[src/sv/grsd_pkg.sv]
// ----------------------------------------------------------------------------
// Gain-ranged sample decoder package
// Shared types and constants for the front decoder, the queue and the
// differential back end.
// ----------------------------------------------------------------------------
package grsd_pkg;

  localparam int unsigned WORD_W     = 16;
  localparam int unsigned VALUE_W    = 32;
  localparam int unsigned FMT_W      = 3;
  localparam int unsigned SHIFT_W    = 5;
  localparam int unsigned QUEUE_DEPTH = 4;
  localparam int unsigned QPTR_W     = $clog2(QUEUE_DEPTH);
  localparam int unsigned QCNT_W     = $clog2(QUEUE_DEPTH + 1);

  localparam logic [FMT_W-1:0] FMT_PLAIN = 3'd0;
  localparam logic [FMT_W-1:0] FMT_GR2   = 3'd1;
  localparam logic [FMT_W-1:0] FMT_GR3   = 3'd2;
  localparam logic [FMT_W-1:0] FMT_GR4   = 3'd3;
  localparam logic [FMT_W-1:0] FMT_LITE  = 3'd4;
  localparam logic [FMT_W-1:0] FMT_DIFF  = 3'd5;

  localparam logic [3:0] EXP_MASK_F1   = 4'h3;
  localparam logic [3:0] EXP_MASK_F2   = 4'h7;
  localparam logic [3:0] EXP_MASK_F3   = 4'hf;
  localparam logic [3:0] EXP_MASK_LITE = 4'h7;
  localparam logic [SHIFT_W-1:0] SHIFT_BASE = 5'd16;

  typedef enum logic [1:0] {
    OP_DIRECT,
    OP_DIFF,
    OP_BAD
  } op_t;

  typedef struct packed {
    op_t                op;
    logic               first;
    logic [VALUE_W-1:0] delta;
    logic [VALUE_W-1:0] start;
  } entry_t;

endpackage

[src/sv/gain_ranged_sample_decoder_unit.sv]
// ----------------------------------------------------------------------------
// Gain-ranged sample decoder unit
// Decodes 16-bit gain-ranged seismic sample words into 32-bit samples.
// ----------------------------------------------------------------------------
// The unit takes one sample per clock cycle while the queue has room and
// returns one result for each sample. Each sample passes through the queue
// and then the output register. The rate is set by one barrel shift in the
// front end and one 32-bit add of the running sum in the back end. A
// four-entry queue between the two parts absorbs output stalls, and the
// input stays ready while the queue has room.
module gain_ranged_sample_decoder_unit import grsd_pkg::*; (
  input  logic        clk,
  input  logic        rst_n,
  input  logic        in_tvalid,
  output logic        in_tready,
  input  logic [31:0] in_tdata,  // sample_word [15:0], start_word [31:16]
  input  logic [3:0]  in_tuser,  // format_code [2:0], first_of_block [3]
  output logic        out_tvalid,
  input  logic        out_tready,
  output logic [31:0] out_tdata, // value [31:0]
  output logic        out_tuser  // bad_format [0]
);

  entry_t front_entry;
  entry_t q_head;
  logic   q_full;
  logic   q_not_empty;
  logic   q_pop;
  logic   q_push;

  assign in_tready = !q_full;
  assign q_push    = in_tvalid && !q_full;

  grsd_front u_front (
    .sample_word    (in_tdata[WORD_W-1:0]),
    .format_code    (in_tuser[FMT_W-1:0]),
    .first_of_block (in_tuser[FMT_W]),
    .start_word     (in_tdata[2*WORD_W-1:WORD_W]),
    .entry          (front_entry)
  );

  grsd_queue u_queue (
    .clk        (clk),
    .rst_n      (rst_n),
    .push       (q_push),
    .push_entry (front_entry),
    .full       (q_full),
    .pop        (q_pop),
    .not_empty  (q_not_empty),
    .head       (q_head)
  );

  grsd_back u_back (
    .clk         (clk),
    .rst_n       (rst_n),
    .q_not_empty (q_not_empty),
    .q_head      (q_head),
    .q_pop       (q_pop),
    .out_valid   (out_tvalid),
    .out_ready   (out_tready),
    .out_value   (out_tdata),
    .out_bad     (out_tuser)
  );

endmodule

[src/sv/grsd_front.sv]
// ----------------------------------------------------------------------------
// Gain-ranged sample decoder front end
// Accepts sample words, classifies the format and expands the sample word
// and the start word into 32-bit values.
// ----------------------------------------------------------------------------
module grsd_front import grsd_pkg::*; (
  input  logic [WORD_W-1:0] sample_word,
  input  logic [FMT_W-1:0]  format_code,
  input  logic              first_of_block,
  input  logic [WORD_W-1:0] start_word,
  output entry_t            entry
);

  function automatic logic [VALUE_W-1:0] ranged(input logic [WORD_W-1:0] w,
                                                input logic [3:0] emask,
                                                input logic       twice);
    logic [VALUE_W-1:0] wext;
    logic [VALUE_W-1:0] mant;
    logic [SHIFT_W-1:0] e;
    logic [SHIFT_W-1:0] sh;
    wext = {{(VALUE_W-WORD_W){w[WORD_W-1]}}, w};
    mant = wext & ~{{(VALUE_W-4){1'b0}}, emask};
    e    = {1'b0, w[3:0] & emask};
    sh   = twice ? SHIFT_BASE - {e[SHIFT_W-2:0], 1'b0} : SHIFT_BASE - e;
    return mant << sh;
  endfunction

  always_comb begin
    entry.first = first_of_block;
    entry.start = ranged(start_word, EXP_MASK_LITE, 1'b1);
    entry.op    = OP_DIRECT;
    entry.delta = '0;
    case (format_code)
      FMT_PLAIN: begin
        entry.delta = {{(VALUE_W-WORD_W){sample_word[WORD_W-1]}}, sample_word};
      end
      FMT_GR2: begin
        entry.delta = ranged(sample_word, EXP_MASK_F1, 1'b0);
      end
      FMT_GR3: begin
        entry.delta = ranged(sample_word, EXP_MASK_F2, 1'b0);
      end
      FMT_GR4: begin
        entry.delta = ranged(sample_word, EXP_MASK_F3, 1'b0);
      end
      FMT_LITE: begin
        entry.delta = ranged(sample_word, EXP_MASK_LITE, 1'b1);
      end
      FMT_DIFF: begin
        entry.delta = ranged(sample_word, EXP_MASK_LITE, 1'b1);
        entry.op    = OP_DIFF;
      end
      default: begin
        entry.op = OP_BAD;
      end
    endcase
  end

endmodule

[src/sv/grsd_queue.sv]
// ----------------------------------------------------------------------------
// Gain-ranged sample decoder queue
// Small first-in first-out buffer between the front end and the back end.
// ----------------------------------------------------------------------------
module grsd_queue import grsd_pkg::*; (
  input  logic   clk,
  input  logic   rst_n,
  input  logic   push,
  input  entry_t push_entry,
  output logic   full,
  input  logic   pop,
  output logic   not_empty,
  output entry_t head
);

  entry_t            mem_r [QUEUE_DEPTH];
  logic [QPTR_W-1:0] wr_ptr_r;
  logic [QPTR_W-1:0] rd_ptr_r;
  logic [QCNT_W-1:0] count_r;

  assign full      = (count_r == QCNT_W'(QUEUE_DEPTH));
  assign not_empty = (count_r != '0);
  assign head      = mem_r[rd_ptr_r];

  always_ff @(posedge clk) begin
    if (push) begin
      mem_r[wr_ptr_r] <= push_entry;
    end
  end

  always_ff @(posedge clk) begin
    if (!rst_n) begin
      wr_ptr_r <= '0;
      rd_ptr_r <= '0;
      count_r  <= '0;
    end else begin
      if (push) begin
        wr_ptr_r <= wr_ptr_r + 1'b1;
      end
      if (pop) begin
        rd_ptr_r <= rd_ptr_r + 1'b1;
      end
      if (push && !pop) begin
        count_r <= count_r + 1'b1;
      end else if (pop && !push) begin
        count_r <= count_r - 1'b1;
      end
    end
  end

endmodule

[src/sv/grsd_back.sv]
// ----------------------------------------------------------------------------
// Gain-ranged sample decoder back end
// Applies the differential running sum and holds the result in the output
// register until the transfer completes.
// ----------------------------------------------------------------------------
module grsd_back import grsd_pkg::*; (
  input  logic               clk,
  input  logic               rst_n,
  input  logic               q_not_empty,
  input  entry_t             q_head,
  output logic               q_pop,
  output logic               out_valid,
  input  logic               out_ready,
  output logic [VALUE_W-1:0] out_value,
  output logic               out_bad
);

  logic               valid_r;
  logic [VALUE_W-1:0] value_r;
  logic               bad_r;
  logic [VALUE_W-1:0] sum_r;
  logic [VALUE_W-1:0] sum_nxt;
  logic [VALUE_W-1:0] value_nxt;

  assign q_pop     = q_not_empty && (!valid_r || out_ready);
  assign out_valid = valid_r;
  assign out_value = value_r;
  assign out_bad   = bad_r;

  always_comb begin
    sum_nxt   = sum_r;
    value_nxt = q_head.delta;
    case (q_head.op)
      OP_DIFF: begin
        sum_nxt   = (q_head.first ? q_head.start : sum_r) + q_head.delta;
        value_nxt = sum_nxt;
      end
      OP_BAD: begin
        value_nxt = '0;
      end
      default: begin
        value_nxt = q_head.delta;
      end
    endcase
  end

  always_ff @(posedge clk) begin
    if (q_pop) begin
      value_r <= value_nxt;
      bad_r   <= (q_head.op == OP_BAD);
    end
  end

  always_ff @(posedge clk) begin
    if (!rst_n) begin
      valid_r <= 1'b0;
      sum_r   <= '0;
    end else begin
      if (q_pop) begin
        valid_r <= 1'b1;
        sum_r   <= sum_nxt;
      end else if (out_ready) begin
        valid_r <= 1'b0;
      end
    end
  end

endmodule
[config.mk]
export PLATFORM = sky130hd
export DESIGN_NAME = gain_ranged_sample_decoder_unit
export DESIGN_NICKNAME = d
export VERILOG_FILES = /design/src/sv/grsd_pkg.sv /design/src/sv/gain_ranged_sample_decoder_unit.sv /design/src/sv/grsd_front.sv /design/src/sv/grsd_queue.sv /design/src/sv/grsd_back.sv
export SDC_FILE = /design/constraint.sdc
export NUM_CORES = 1
export LEC_CHECK = 0
export BUFFER_PORTS_ARGS = -buffer_cell sky130_fd_sc_hd__buf_2
export CAP_MARGIN = 20
export CORE_MARGIN = 2
export CORE_UTILIZATION = 34
export CTS_CLUSTER_DIAMETER = 100
export DETAILED_ROUTE_END_ITERATION = 8
export GPL_TIMING_DRIVEN = 1
export SETUP_SLACK_MARGIN = 0.5
export SYNTH_ARGS = -nofsm -noshare
export SYNTH_HDL_FRONTEND = slang
export SYNTH_SLANG_ARGS = --single-unit
[constraint.sdc]
create_clock -name clk -period 4 [get_ports clk]
set_clock_uncertainty 0.15 [all_clocks]
set_input_delay 0.2 -clock clk [delete_from_list [all_inputs] [get_ports clk]]
set_output_delay 0.2 -clock clk [all_outputs]
set_load 0.005 [all_outputs]
Word-level counts from Yosys, hierarchy flattened
Memories as Yosys holds them, arrays and structs flattened. A register that Yosys moved wholly into a read port is not among the register bits.
Index checks and enable logic that the tools add are counted.
Word-level totals
  bits in registers: 73
  bits in latches: 0
  bits in writable memories: 268
  ROM bits: 0
  input port bits: 40
  output and inout bits: 35
  memories: 1
Cells by class
  add/sub/neg operators: 10
  multipliers: 0
  div/mod/pow operators: 0
  $lt $le $gt $ge: 0
  equality and inequality tests: 8
  shift operators: 5
  muxes and demuxes: 12
  bitwise gates (word level): 0
  reductions and logical operators: 16
Memories
  u_queue.mem_r: depth 4, bits a word 67, read ports 1, clocked after memory_dff 1, write ports 1, line grsd_queue.sv:16  | entry_t mem_r [QUEUE_DEPTH];
Operator list (count)
  32-bit one-hot mux with 5 select lines: 1
  32-bit by 5-bit << shifter with 32-bit output: 5
  32-bit one-hot mux with 2 select lines: 1
  32-bit adder: 1
  32-bit two-way mux: 1
  5-bit by 4-bit subtractor with 5-bit output, first input constant: 3
  3-bit equality test, second input constant: 3
  3-bit by 2-bit equality test with 1-bit output, second input constant: 2
  3-bit two-way mux: 2
  5-bit OR reduction: 1
  5-bit by 2-bit subtractor with 5-bit output, first input constant: 1
  5-bit by 3-bit subtractor with 5-bit output, first input constant: 1
  2-bit by 1-bit adder with 2-bit output, second input constant: 2
  1-bit logical AND: 4
  1-bit logical NOT: 4
  1-bit two-way mux: 4
  2-bit two-way mux: 2
  2-bit one-hot mux with 2 select lines: 1
  2-bit nonzero test: 2
  3-bit by 1-bit adder with 3-bit output, second input constant: 1
  3-bit by 1-bit equality test with 1-bit output, second input constant: 1
  3-bit logical NOT: 1
  3-bit nonzero test: 1
  3-bit by 1-bit subtractor with 3-bit output, second input constant: 1
  5 further kinds: 5

Longest topological paths before layout
Gate-level depths: netlist of the first run.
  depth in word-level cells: 7
  gate-level depth with buffers: 14

By module
From an unflattened synthesis of the first run, not the netlist that was laid out.
Second synthesis, totals
  cell total of the unflattened synthesis: 1487
  area total of the unflattened synthesis: 18689.2 um^2
Modules (own cells, without submodules)
  grsd_queue: instances 1, cells an instance 393, area an instance 10148.5 um^2, sequential area each 8227.9 um^2
  grsd_back: instances 1, cells an instance 558, area an instance 4983.5 um^2, sequential area each 1651.6 um^2
  grsd_front: instances 1, cells an instance 534, area an instance 3547.2 um^2, sequential area each 0.0 um^2
  gain_ranged_sample_decoder_unit: instances 1, cells an instance 2, area an instance 10.0 um^2, sequential area each 0.0 um^2

Worst setup path before layout of the first run
No wires, ideal clock.
  path type: reg2reg
  start point: reg (tool-made name)
  end point: reg u_back.value_r[30], in the netlist u_back.out_value[30] (data pin)
  library setup time: 0.263 ns
  arrival time: 3.811 ns
  data required time: 3.587 ns
  setup slack: -0.225 ns
  stages on the path, launching flop included: 13
  path buffers: 2
  clock period less this slack: 4.225 ns
  cell sequence: dfxtp_1 buf_2 buf_1 mux4_2 mux2_2 ha_1 a21oi_1 o21ai_1 or3_1 o32a_2 a31oi_2 xor2_1 o21ai_1
RTL lines
  to (signal assigned): line grsd_back.sv:49  | value_r <= value_nxt;
  to (decl): line grsd_back.sv:19  | logic [VALUE_W-1:0] value_r;

==> metrics.txt, run 1 <==
post-synthesis sequential area ratio 53.8%; min cycle time layout 3970 ps; CP Max Fanout 5; switching share of power 38.5%; crit-path leading delay family multiplexers; Critical-path top delay cell mux4_2; final WL 52600 um; Root Driver clkbuf_16; vias per cell 5.68; fin crit share 99.3%; pwr dens 811 mW/mm2; async set-or-reset flop fraction in the synthesized netlist 0%; Final ANT Viol Nets 0; H-tree levels 2; yosys warns 0; Synth-to-Final Area Change 24.9%; crit end category register; hold_sp in_tdata[1]; routability congestion estimate from global placement 0.970; P_int 11.0 mW; CTS tree built; synthesized area per cell 12.6 um2; Max-cap violations 0; post-synth net total 1488; Synth Flop Type edfxtp_1; Largest stage delay, worst path 610 ps; r2r endpoint u_back.out_value[29]$_DFFE_PP_; Pre-antenna DRT Iters 6; Mapped Cells 1405; All-Layer GR Usage 19.1%; Yosys cell types 76; Comb power frac 54.0%; vias in the first global route 12400; Data arrival, critical path 4190 ps; layout cell share with drive strength beyond 1 32.0%; clk sinks 331; Hold/Removal Path Class in -> reg; most common cell after layout, fill and taps aside edfxtp_1; RSZ-0062 raised after global routing true; wire length per cell 23.0 um; die height 232 um; I/O pins 75; Critical Path Source Type register; Cell Chain, Critical Path mux4_2, buf_6, buf_12, buf_16, mux2_4, ha_4, nand3_4, buf_6, a21oi_4, o21ai_4, o31ai_4, buf_6, nand4_1, and3b_1, o31ai_2; Syn Std Cell Area 0.0177 mm2; number of fill cells 4678; initial antenna violation count 1; Clk pwr share 19.0%; critical path type reg -> reg; CP bufs+invs 5; fin. max-slew vios 0; input/output buffers 74; Slew headroom 31.5%; worst hold margin 60.6 ps; first-pass GRT wire length 77500 um; Reg2Reg Setup Slack 30 ps; hpwl dp 35900 um; Clock Tree Buf Depth 3; setup slack at placement 62.1 ps; Peak supply drop 0.000399 V; Post-synth EDFFs 289; Core ar. 0.0514 mm2; overflow left after global routing 0; commonest cells after routing, fill and taps aside 289 x edfxtp_1, 115 x nand2_1, 107 x buf_4, 85 x a21oi_1, 79 x mux4_2; placed cells 2162; Post-layout nets 1658; largest net degree at the start of global routing 43; Horiz. Die Dim 232 um; Overall Power 17.9 mW; hold endpoint u_queue.mem_r[1][33]$_DFFE_PP_; # setup viols final 0; Max Fclk 0.252 GHz; Hold Path Depth 2; clk slew on worst S/H paths 60 ps; die area 0.0539 mm2; Psw 6.90 mW; Yosys reg bits 331; Pleak 7.93 nW; final hold vios 0; critical path required time 4220 ps; reg2reg path depth 15; Skew-Pair Late Insertion Delay 560 ps; final setup margin 28.3 ps; final core occ 43.0%; DRC 0; final std cells w/o fill 2287; Rows 83; Initial Util 34.4%; via count 13000; Worst-Margin Slew 1020 ps; CTS Buf Count 39; status finished, final reports clean; cell mode on critical path buf_6; sequential share of power 27.1%; First DRT Iteration DRCs 1252
flip-flops by register name (all words and copies together) (netlist names), named ones only:
register / flops
u_back.out_valid: 1
u_back.out_value: 32
u_back.sum_r: 32
u_queue.rd_ptr_r: 2
u_queue.mem_r: 256
u_queue.wr_ptr_r: 2
u_back.out_bad: 1
u_queue.count_r: 3
how the worst max path moves through the flow:
stage	endpoint	slack (ps)	depth (start not counted)
floorplan	u_back.out_value[28]$_DFFE_PP_	330	14
global placement	u_back.sum_r[27]$_SDFFE_PN0P_	90	13
detailed placement	u_back.out_value[31]$_DFFE_PP_	60	12
CTS	u_back.out_value[31]$_DFFE_PP_	110	13
global route	u_back.out_value[31]$_DFFE_PP_	-80	12
finish	u_back.out_value[29]$_DFFE_PP_	30	15
layer usage:
layer / GRT usage (%) / part of all wire [%] / vias to the layer above / routed length [um]
met5: 0 / 0 / - / 0
met4: 5.37 / 2.4 / 0 / 1280
met3: 3.88 / 7.0 / 85 / 3710
met2: 30.0 / 46 / 519 / 24400
met1: 26.9 / 44 / 6538 / 23300
li1: - / - / 5850 / -
cell families (layout without fill, tap and decap cells):
| family | count (synthesis) | after routing | synth area share (%) |
|---|---|---|---|
| adders and majority gates | 43 | 43 | 3.12 |
| muxes | 184 | 184 | 16.4 |
| other | 0 | 1 | 0 |
| xor gates and xnor gates | 33 | 33 | 1.63 |
| and+or+nand+nor | 357 | 357 | 9.81 |
| DFF | 331 | 331 | 53.8 |
| buffers and inverters | 118 | 319 | 2.74 |
| AOI/OAI and AO/OA | 339 | 339 | 12.5 |
power by group through the flow:
| stage | clock network, mW | logic (mW) | registers, mW |
|---|---|---|---|
| floorplan | 0 | 4.85 | 4.84 |
| global placement | 0 | 7.42 | 4.90 |
| detailed placement | 0 | 7.45 | 4.92 |
| CTS | 3.47 | 8.27 | 4.85 |
| global route | 3.59 | 10.3 | 4.90 |
| finish | 3.40 | 9.67 | 4.85 |
synthesized netlist by cell type, drive strengths merged (29+ instances only):
| master | n | area, um2 |
|---|---|---|
| nor2 | 69 | 259 |
| mux2i | 64 | 666 |
| nand2 | 120 | 450 |
| clkbuf | 66 | 248 |
| mux2 | 41 | 462 |
| ha | 41 | 513 |
| nand3 | 35 | 175 |
| dfxtp | 42 | 841 |
| inv | 29 | 109 |
| o21ai | 78 | 394 |
| a21oi | 107 | 547 |
| edfxtp | 289 | 8680 |
| mux4 | 79 | 1780 |
through the flow:
| step | TNS [ps] | cell area, um2 |
|---|---|---|
| 2_1_floorplan | 0 | 17900 |
| 3_3_place_gp | 0 | 19600 |
| 3_5_place_dp | 0 | 19600 |
| 4_1_cts | 0 | 21400 |
| 5_1_grt | -195 | 22100 |
| 6_report | 0 | 22100 |
final cells by class:
type                            instances  area [um2]  share of cell area [%]
Multi-Input combinational cell        956        8590                    38.9
Clock buffer                           51        1050                    4.76
Clock inverter                         21         179                   0.810
Inverter                               29         111                   0.504
Sequential cell                       331        9520                    43.1
Timing Repair Buffer                  218        1790                    8.11
Antenna cell                            1        2.50                  0.0113
Tap cell                              680         851                    3.85
timing repair:
action	4_1_cts	5_1_grt
hold endpoints to repair	9	0
gates cloned	4	2
gates resized for setup	44	116
buffers inserted	17	25
endpoints found under the setup margin	40	47
pin swaps	26	52
hold buffers	4	0
(Power assumes the default switching activity.)
==> inputs of run 2 (changes only) <==
SETUP_SLACK_MARGIN = not set   (was 0.5)
==> run 2 against run 1 <==
Compared with the run above: design area down 3.5%; maximum frequency rose by 2.0%; via count down 2.4%; register-to-register slack gained 80 ps; worst hold slack gained 9.1 ps; critical path depth fell by 2; combinational power fell by 14%; clock power about the same; cell count is essentially flat; worst setup slack improved by 78 ps; non-clock buffer count increased by 8; clock-buffer cell count shrank 3; largest cell class unchanged; highest routed layer unchanged.
==> metrics.txt, run 2 (same netlist as run 1, synthesis figures left out) <==
min cycle time layout 3890 ps; pwr dens 779 mW/mm2; via count 12700; worst hold margin 69.7 ps; hpwl dp 38100 um; total negative slack 0 ps; Data arrival, critical path 4220 ps; Pleak 7.77 nW; Critical Path Source Type register; I/O pins 75; CTS tree built; # setup viols final 0; vias in the first global route 12400; fin. max-slew vios 0; clk sinks 331; CTS Buf Count 36; Max Fclk 0.257 GHz; first-pass GRT wire length 78600 um; die area 0.0539 mm2; commonest cells after routing, fill and taps aside 289 x edfxtp_1, 136 x buf_4, 117 x nand2_1, 93 x a21oi_1, 79 x mux4_2; clk slew on worst S/H paths 60 ps; All-Layer GR Usage 19.5%; largest net degree at the start of global routing 40; Hold Path Depth 3; fin crit share 97.3%; routability congestion estimate from global placement 0.931; Rows 83; wire length per cell 23.2 um; First DRT Iteration DRCs 1214; Slew headroom 32.0%; die height 232 um; Post-layout nets 1663; layout cell share with drive strength beyond 1 28.5%; overflow left after global routing 0; Horiz. Die Dim 232 um; Placed Instance Area 0.0197 mm2; Max-cap violations 0; vias per cell 5.54; final core occ 41.5%; DRC 0; final setup margin 106 ps; CP Max Fanout 6; critical path required time 4330 ps; Initial Util 34.4%; Synth-to-Final Area Change 20.5%; setup slack at placement -14.0 ps; initial antenna violation count 1; Skew-Pair Late Insertion Delay 550 ps; final instance area 0.0213 mm2; Core ar. 0.0514 mm2; final hold vios 0; input/output buffers 74; most common cell after layout, fill and taps aside edfxtp_1; crit end category register; critical path type reg -> reg; Final ANT Viol Nets 0; Hold/Removal Path Class in -> reg; Peak supply drop 0.000331 V; Pre-antenna DRT Iters 6; max reg flops 256; Root Driver clkbuf_16; Largest Register u_queue.mem_r; final WL 53200 um; Worst-Margin Slew 1010 ps; Clock Tree Buf Depth 3; H-tree levels 2; reg2reg path depth 13; status finished, final reports clean
## run 2: report_power, final
part	switching [mW]	internal, mW
combinational	4.66	3.68
sequential	0.262	4.60
clock	1.37	2.03
total	6.30	10.3
## run 2: per-layer routing
layer | vias up | GRT usage, % | part of all wire [%]
li1 | 5848 | - | -
met2 | 399 | 30.7 | 46
met5 | - | 0 | 0
met4 | 0 | 6.23 | 2.9
met3 | 82 | 3.71 | 6.1
met1 | 6347 | 27.3 | 45
## run 2: repair_timing
item	4_1_cts	5_1_grt
setup buffers	0	15
pin swaps	1	14
hold buffers	6	0
hold endpoints to repair	15	0
endpoints found under the setup margin	2	16
resized for setup	2	51
## run 2: layout make-up
cell class	instances	area (um2)
diodes	1	2.50
clock buffers	48	997
clock inverters	18	215
fillers	4849	30100
inverters	29	109
multi-input cells	956	7980
flip-flops and latches	331	9520
well taps	680	851
repair buffers	226	1650
## run 2: critical path, stage by stage, from the launching register on
cell and delay (ps):
dfxtp_4 380, buf_12 130, buf_12 140, buf_8 130
mux4_2 550, mux2_4 300, ha_4 280, nand3_1 110
or4_4 520, a21oi_4 160, o32a_4 260, a31oi_4 120
or4b_1 510, nand3_1 90
## run 2: stage by stage
step           power, mW  instances
2_1_floorplan       9.40       1405
3_3_place_gp        12.7       2201
3_5_place_dp        12.7       2201
4_1_cts             16.2       2273
5_1_grt             17.6       2288
6_report            16.6       2289
## run 2: final timing paths
check | end | slack, ps | startpoint
max | u_back.sum_r[30]$_SDFFE_PN0P_ | 110 | register
min | u_queue.mem_r[3][65]$_DFFE_PP_ | 70 | in_tuser[0]
max reg2reg | u_back.sum_r[30]$_SDFFE_PN0P_ | 110 | register
min reg2reg | u_back.sum_r[0]$_SDFFE_PN0P_ | 320 | u_back.sum_r[0]$_SDFFE_PN0P_
